`src/sv/gbm_pkg.sv`:
```
`timescale 1ns / 1ps
// ----------------------------------------------------------------------------
// gbm_pkg
// Shared types, constants and command codes of the Gaussian pair generator.
// ----------------------------------------------------------------------------
package gbm_pkg;

   // input word: optional reseed
   typedef struct packed {
      logic        load_seed;
      logic [63:0] seed;
   } req_word_type;

   // result word: two normal samples in Q5.26
   typedef struct packed {
      logic signed [31:0] gauss_a;
      logic signed [31:0] gauss_b;
   } rsp_word_type;

   // generator constants
   localparam logic [63:0] GOLD = 64'h9e3779b97f4a7c15;
   localparam logic [63:0] MULA = 64'hbf58476d1ce4e5b9;
   localparam logic [63:0] MULB = 64'h94d049bb133111eb;
   localparam logic [52:0] MIN_CODE = 53'd9;

   // fixed point constants
   localparam logic [28:0] TWO_LN2_Q28 = 29'd372130559;
   localparam logic [30:0] HALF_PI_Q30 = 31'd1686629713;
   localparam logic signed [33:0] CORDIC_K_Q30 = 34'sd652032874;
   localparam logic [4:0] CORDIC_STEPS = 5'd30;

   // last step indices of the sequencer loops
   localparam logic [4:0] MIX_LAST = 5'd6;
   localparam logic [4:0] NORM_LAST = 5'd5;
   localparam logic [4:0] ITER_LAST = 5'd31;

   // datapath operations
   typedef enum logic [4:0] {
      OP_NONE,
      OP_CAPTURE,
      OP_SEED_LOAD,
      OP_DRAW_LOAD,
      OP_MUL_LL,
      OP_MUL_LH,
      OP_MUL_HL_X27,
      OP_MUL_FIN,
      OP_PREP,
      OP_NORM_STEP,
      OP_LOG_INIT,
      OP_LOG_STEP,
      OP_RAD,
      OP_SQRT_STEP,
      OP_SCALE_A,
      OP_SCALE_B,
      OP_OUT
   } dp_op_type;

   // destination of a finished mix
   typedef enum logic [1:0] {
      DST_STATE,
      DST_K0,
      DST_K1
   } mix_dst_type;

   // command from controller to datapath
   typedef struct packed {
      dp_op_type   op;
      logic        use_b;
      mix_dst_type dst;
      logic [4:0]  idx;
   } cmd_type;

   // truncated atan(2^-i) in Q.30
   function automatic logic [29:0] atan_q30(input logic [4:0] i);
      logic [29:0] v;
      unique case (i)
         5'd0:  v = 30'd843314856;
         5'd1:  v = 30'd497837829;
         5'd2:  v = 30'd263043836;
         5'd3:  v = 30'd133525158;
         5'd4:  v = 30'd67021686;
         5'd5:  v = 30'd33543515;
         5'd6:  v = 30'd16775850;
         5'd7:  v = 30'd8388437;
         5'd8:  v = 30'd4194282;
         5'd9:  v = 30'd2097149;
         5'd10: v = 30'd1048575;
         5'd11: v = 30'd524287;
         5'd12: v = 30'd262143;
         5'd13: v = 30'd131071;
         5'd14: v = 30'd65535;
         5'd15: v = 30'd32767;
         5'd16: v = 30'd16383;
         5'd17: v = 30'd8191;
         5'd18: v = 30'd4095;
         5'd19: v = 30'd2047;
         5'd20: v = 30'd1023;
         5'd21: v = 30'd511;
         5'd22: v = 30'd255;
         5'd23: v = 30'd127;
         5'd24: v = 30'd63;
         5'd25: v = 30'd31;
         5'd26: v = 30'd15;
         5'd27: v = 30'd7;
         5'd28: v = 30'd3;
         5'd29: v = 30'd1;
         default: v = 30'd0;
      endcase
      return v;
   endfunction

endpackage

```
`src/sv/gbm_ctrl.sv`:
```
`timescale 1ns / 1ps
// ----------------------------------------------------------------------------
// gbm_ctrl
// Sequencer: steps the datapath through reseed, two draws, log, root,
// rotation and scaling, and owns the handshakes.
// ----------------------------------------------------------------------------
module gbm_ctrl (
   input  logic             clock,
   input  logic             reset,
   input  logic             req_valid,
   input  logic             req_load_seed,
   output logic             req_ready,
   output logic             rsp_valid,
   input  logic             rsp_ready,
   output gbm_pkg::cmd_type cmd
);
   import gbm_pkg::*;

   typedef enum logic [12:0] {
      ST_IDLE  = 13'b0000000000001,
      ST_SEED  = 13'b0000000000010,
      ST_DRAW0 = 13'b0000000000100,
      ST_DRAW1 = 13'b0000000001000,
      ST_PREP  = 13'b0000000010000,
      ST_NORM  = 13'b0000000100000,
      ST_LOGI  = 13'b0000001000000,
      ST_LOG   = 13'b0000010000000,
      ST_RAD   = 13'b0000100000000,
      ST_SQRT  = 13'b0001000000000,
      ST_SCA   = 13'b0010000000000,
      ST_SCB   = 13'b0100000000000,
      ST_OUT   = 13'b1000000000000
   } state_type;

   state_type state_ff, state_in;
   logic [4:0] cnt_ff, cnt_in;
   logic rsp_valid_ff, rsp_valid_in;
   logic out_go;
   dp_op_type mix_op;

   assign req_ready = (state_ff == ST_IDLE);
   assign rsp_valid = rsp_valid_ff;
   assign out_go = !rsp_valid_ff || rsp_ready;

   // mix micro-step by count
   always_comb begin
      unique case (cnt_ff)
         5'd0: mix_op = (state_ff == ST_SEED) ? OP_SEED_LOAD : OP_DRAW_LOAD;
         5'd1, 5'd4: mix_op = OP_MUL_LL;
         5'd2, 5'd5: mix_op = OP_MUL_LH;
         5'd3: mix_op = OP_MUL_HL_X27;
         default: mix_op = OP_MUL_FIN;
      endcase
   end

   // next state and command
   always_comb begin
      state_in = state_ff;
      cnt_in = cnt_ff;
      rsp_valid_in = rsp_valid_ff && !rsp_ready;
      cmd.op = OP_NONE;
      cmd.use_b = (cnt_ff > 5'd3);
      cmd.dst = DST_STATE;
      cmd.idx = cnt_ff;
      unique case (state_ff)
         ST_IDLE: if (req_valid) begin
            cmd.op = OP_CAPTURE;
            cnt_in = 5'd0;
            state_in = req_load_seed ? ST_SEED : ST_DRAW0;
         end
         ST_SEED, ST_DRAW0, ST_DRAW1: begin
            cmd.op = mix_op;
            priority if (state_ff == ST_SEED) cmd.dst = DST_STATE;
            else if (state_ff == ST_DRAW0) cmd.dst = DST_K0;
            else cmd.dst = DST_K1;
            cnt_in = cnt_ff + 5'd1;
            if (cnt_ff == MIX_LAST) begin
               cnt_in = 5'd0;
               priority if (state_ff == ST_SEED) state_in = ST_DRAW0;
               else if (state_ff == ST_DRAW0) state_in = ST_DRAW1;
               else state_in = ST_PREP;
            end
         end
         ST_PREP: begin
            cmd.op = OP_PREP;
            cnt_in = 5'd0;
            state_in = ST_NORM;
         end
         ST_NORM: begin
            cmd.op = OP_NORM_STEP;
            cnt_in = cnt_ff + 5'd1;
            if (cnt_ff == NORM_LAST) state_in = ST_LOGI;
         end
         ST_LOGI: begin
            cmd.op = OP_LOG_INIT;
            cnt_in = 5'd0;
            state_in = ST_LOG;
         end
         ST_LOG: begin
            cmd.op = OP_LOG_STEP;
            cnt_in = cnt_ff + 5'd1;
            if (cnt_ff == ITER_LAST) state_in = ST_RAD;
         end
         ST_RAD: begin
            cmd.op = OP_RAD;
            cnt_in = 5'd0;
            state_in = ST_SQRT;
         end
         ST_SQRT: begin
            cmd.op = OP_SQRT_STEP;
            cnt_in = cnt_ff + 5'd1;
            if (cnt_ff == ITER_LAST) state_in = ST_SCA;
         end
         ST_SCA: begin
            cmd.op = OP_SCALE_A;
            state_in = ST_SCB;
         end
         ST_SCB: begin
            cmd.op = OP_SCALE_B;
            state_in = ST_OUT;
         end
         ST_OUT: if (out_go) begin
            cmd.op = OP_OUT;
            rsp_valid_in = 1'b1;
            state_in = ST_IDLE;
         end
         default: state_in = ST_IDLE;
      endcase
   end

   // control registers
   always_ff @(posedge clock) begin
      if (reset) begin
         state_ff <= ST_IDLE;
         cnt_ff <= 5'd0;
         rsp_valid_ff <= 1'b0;
      end else begin
         state_ff <= state_in;
         cnt_ff <= cnt_in;
         rsp_valid_ff <= rsp_valid_in;
      end
   end

`ifndef SYNTHESIS
   // an accepted word starts the sequence
   a_accept_busy: assert property (@(posedge clock) disable iff (reset)
      req_valid && req_ready |=> state_ff != ST_IDLE)
      else $error("accepted word did not start");
   // mix micro-steps stay in range
   a_mix_cnt: assert property (@(posedge clock) disable iff (reset)
      (state_ff == ST_SEED || state_ff == ST_DRAW0 || state_ff == ST_DRAW1)
      |-> cnt_ff <= MIX_LAST)
      else $error("mix step out of range");
   // a finished result is presented and the sequencer frees up
   a_out_valid: assert property (@(posedge clock) disable iff (reset)
      state_ff == ST_OUT && out_go |=> rsp_valid_ff && state_ff == ST_IDLE)
      else $error("result not presented");
`endif

endmodule

```
`config.mk`:
```
export PLATFORM = sky130hd
export DESIGN_NAME = gbm_ctrl
export DESIGN_NICKNAME = d
export VERILOG_FILES = /design/src/sv/gbm_pkg.sv /design/src/sv/gbm_ctrl.sv
export SDC_FILE = /design/constraint.sdc
export NUM_CORES = 1
export LEC_CHECK = 0
export BUFFER_PORTS_ARGS = -buffer_cell sky130_fd_sc_hd__buf_2
export CAP_MARGIN = 20
export CORE_ASPECT_RATIO = 1.5
export CORE_MARGIN = 3
export CORE_UTILIZATION = 51
export CTS_CLUSTER_DIAMETER = 50
export DETAILED_ROUTE_END_ITERATION = 16
export GPL_TIMING_DRIVEN = 0
export PLACE_DENSITY_LB_ADDON = 0.3
export SLEW_MARGIN = 10
export SYNTH_ARGS = -nofsm -noshare
export SYNTH_HDL_FRONTEND = slang
export SYNTH_SLANG_ARGS = --single-unit
```
`constraint.sdc`:
```
create_clock -name clock -period 2.3 [get_ports clock]
set_input_delay 0.345 -clock clock [delete_from_list [all_inputs] [get_ports clock]]
set_output_delay 0.345 -clock clock [all_outputs]
set_load 0.01 [all_outputs]
```
Word-level counts from Yosys, hierarchy flattened
Index checks and enable logic that the tools add are counted.

Output and inout bits: 15. Register bits: 19. Input port bits: 5. Word-level logic and storage cells: 67.

$lt $le $gt $ge: 1. Reduce and logical (&&, ||, !) cells: 13. Mux-type cells: 23. $add $sub $neg: 1. Eq/ne operators: 26.

Operators by type and width (number): $pmux 13 s11 (1); $mux 13 (6); $pmux 5 s11 (1); $mux 5 (5); $pmux 5 s4 (1); $eq 5x3->1 const B (3); $eq 13x1->1 const B (1); $eq 13x10->1 const B (1); $eq 13x11->1 const B (1); $eq 13x12->1 const B (1); $eq 13x13->1 const B (1); $eq 13x2->1 const B (1); $eq 13x3->1 const B (1); $eq 13x4->1 const B (1); $eq 13x5->1 const B (1); $eq 13x6->1 const B (1); $eq 13x7->1 const B (1); $eq 13x8->1 const B (1); $eq 13x9->1 const B (1); $ne 2x2->1 const B (6); $pmux 3 s4 (1); $eq 5x2->1 const B (2); $reduce_or 3->1 (3); $mux 2 (3); 14 further kinds (19).

Depth between registers and ports, before layout
Depth in word-level cells: 5. Gate-level depth with buffers: 7. Depth with buffers taken out: 7.

Least setup slack after synthesis
No wires, ideal clock.

Path kind: register -> output. Start point: reg state_ff[6]. End point: out cmd[8] (netlist name). Data required time: 1.955 ns. Buffers on the path: 1. Setup slack: -0.067 ns. Arrival time: 2.022 ns. Stages on the path, launching flop included: 8. Cell sequence: dfxtp_1 -> buf_4 -> nor4_4 -> nand4b_4 -> or4b_4 -> a211oi_2 -> a311oi_1 -> a2111o_1.

RTL lines: from (decl) (RTL line gbm_ctrl.sv:35) `state_type state_ff, state_in;`; from (signal assigned) (RTL line gbm_ctrl.sv:138) `state_ff <= state_in;`; to (decl) (RTL line gbm_ctrl.sv:15) `output gbm_pkg::cmd_type cmd`.

==> results.sh <==
export IMPL_ios=20
export IMPL_final_nets=209
export IMPL_synth_xor_area_share_pct=2.55
export IMPL_violations="negative setup slack"
export IMPL_synthFlopType="dfxtp_1"
export IMPL_synth_edf_count=0
export IMPL_ctsHoldBuffers=0
export IMPL_power_leakage_uw=0.000692
export IMPL_timing_final_ws_setup_ps=-482
export IMPL_fin_area_um2=1700
export IMPL_grt_pass1_wl_um=6290
export IMPL_setup_viol=8
export IMPL_clock_path_buffers=2
export IMPL_crit_path_max_fanout=3
export IMPL_start_util_pct=54.9
export IMPL_arrival_ps=2440
export IMPL_drc=0
export IMPL_synthDistinctLibCells=48
export IMPL_cap_violations=0
export IMPL_outcome="finished with violations"
export IMPL_rsz0062_at_grt="true"
export IMPL_grt_overflow_total=0
export IMPL_die_height_um=69.6
export IMPL_synth_compound_gate_area_share_pct=24.5
export IMPL_core_area_um2=2500
export IMPL_critical_path_class="register to primary output"
export IMPL_clockRootBuffer="clkbuf_4"
export IMPL_grt_max_degree=11
export IMPL_synth_warnings=0
export IMPL_drt_iter0_drc=83
export IMPL_layout_commonest_cell="buf_2"
export IMPL_portBuffers=18
export IMPL_post_route_min_period_ps=2780
export IMPL_layout_common_cells="buf_2, dfxtp_1, o21ai_0"
export IMPL_seq_area_frac_synth_pct=27.6
export IMPL_ys_ff_latch=19
export IMPL_ir_worst_vdd_v=0.000428
export IMPL_h_tree_depth=1
export IMPL_place_gp_congestion=0.846
export IMPL_max_freq_mhz=359
export IMPL_postRouteAntennaNets=0
export IMPL_cts_sinks=19
export IMPL_syn_num_nets=179
export IMPL_track_usage_pct=23.5
export IMPL_relSlewSlack_pct=58.0
export IMPL_synth_mux_area_share_pct=0.727
export IMPL_synth_avg_cell_area_um2=8.14
export IMPL_synth_top_area_cell="dfxtp_1"
export IMPL_routed_wl_um=3830
export IMPL_cp_start_kind="register"
export IMPL_powerDensity_nw_per_um2=762
export IMPL_dr_pass1_iters=4
export IMPL_timing_final_crit_share_pct=121
export IMPL_detailed_place_area_um2=1510
export IMPL_synth_area_leaders="dfxtp_1, o21ai_0, nor4b_1, ha_1, a21oi_1"
export IMPL_syn_area_um2=1380
export IMPL_antenna_cells=0
export IMPL_synth_top_family_by_area="simple AND/OR/NAND/NOR gates"
export IMPL_total_power_uw=1300
export IMPL_routedWlPerCell_um=16.4
export IMPL_avgViaCountPerCell=6.33
export IMPL_vias=1482
export IMPL_synthAdderAreaFrac_pct=4.55
export IMPL_die_x_um=48.4
export IMPL_syn2layout_area_growth_pct=23.5
export IMPL_cts_buffers=3
export IMPL_clk_latency_ps=320
export IMPL_cp_required_ps=1960
export IMPL_async_flop_share_pct=0
export IMPL_antenna_found_initial=0
export IMPL_final_hold_violation_count=0
export IMPL_clk_pin_slew_ps=120
export IMPL_fin_skew_ps=16.7
export IMPL_cts_tree="yes"
export IMPL_hp_class="input pin to register"
export IMPL_endpoint_kind="primary output"
export IMPL_grt_pass1_vias=1442
export IMPL_netlist_area_leader_share_pct=27.6
export IMPL_holdWs_ps=290
export IMPL_synthSimpleGateAreaFrac_pct=36.0
export IMPL_die_area_um2=3370
export IMPL_place_detailed_hpwl_um=2780
export IMPL_final_max_slew_violation_count=0
export IMPL_drive_gt1_share_pct=29.8
export IMPL_worst_slew_pin_slew_ps=623
export IMPL_rows=22
export IMPL_synthCells=169
==> worst paths after layout <==
check / start / to / slack (ps) / depth (start not counted)
worst min-delay path: req_load_seed / state_ff[1] / 290 / 3
worst min register to register: rsp_valid / rsp_valid / 530 / 2
worst max register to register: state_ff[0] / state_ff[9] / -70 / 6
worst max-delay path: state_ff[4] / cmd[8] / -480 / 7
==> through the flow <==
stage | utilization [%] | setup WS (ps) | setup TNS (ps) | instances
6_report | 67.9 | -482 | -972 | 234
5_1_grt | 67.9 | -610 | -2490 | 234
4_1_cts | 64.4 | -480 | -748 | 229
3_5_place_dp | 60.3 | -325 | -793 | 223
3_3_place_gp | 60.3 | -308 | -308 | 223
2_1_floorplan | - | -66.9 | -66.9 | 169
==> state kept, by name, summed over array words and instances (netlist names) <==
name       cells
cnt_ff         5
rsp_valid      1
state_ff      13
==> final cells by class <==
type                       instances  area, um2
timing repair buffer              28        169
buffer                             5       22.5
clock buffer                       4       26.3
tap                               36       45.0
multi-input combinational        137       1030
fill                             213        805
inverter                           5       18.8
sequential                        19        390
==> cell usage after synthesis, types with 4 or more instances <==
library cell and n:
dfxtp_1 19, o21ai_0 15, nor2_1 11, a21oi_1 10, nand2_1 10, nor3_1 9, nor4b_1 8, nand3_1 7
clkbuf_1 5, ha_1 5, inv_1 5, nor2b_1 5, nor4_1 4
==> worst max-delay path: stages, from the launching register on <==
cell and delay [ps]:
dfxtp_4 370, nor4_4 390, nand4b_4 140, or4b_4 500, a211oi_2 230, a311oi_1 70
a2111o_1 290, buf_2 140
==> power breakdown <==
group,internal (uW),switching (uW)
logic,292,411
clock network,67.8,113
registers,353,58.9
==> routing by layer <==
layer  vias up  wire length [um]  GRT usage (%)
met5         -                 0              0
li1        705                 -              -
met2        85              2000           44.0
met1       664              1350           23.5
met3        28               257           3.66
met4         0               225           15.2
==> timing repair <==
action,CTS,global route
endpoints found under the setup margin,16,21
pin swaps,8,4
resized for setup,14,15
gates cloned,0,0
buffers inserted,6,5
==> cells by family (layout without fill, tap and decap cells) <==
family | Yosys count | count (layout)
mux | 1 | 1
buf+inv | 13 | 42
xor+xnor | 4 | 4
fa+ha+maj | 5 | 5
flops | 19 | 19
compound gates | 50 | 50
simple gates | 77 | 77
Power figures use the tool's default switching activity.
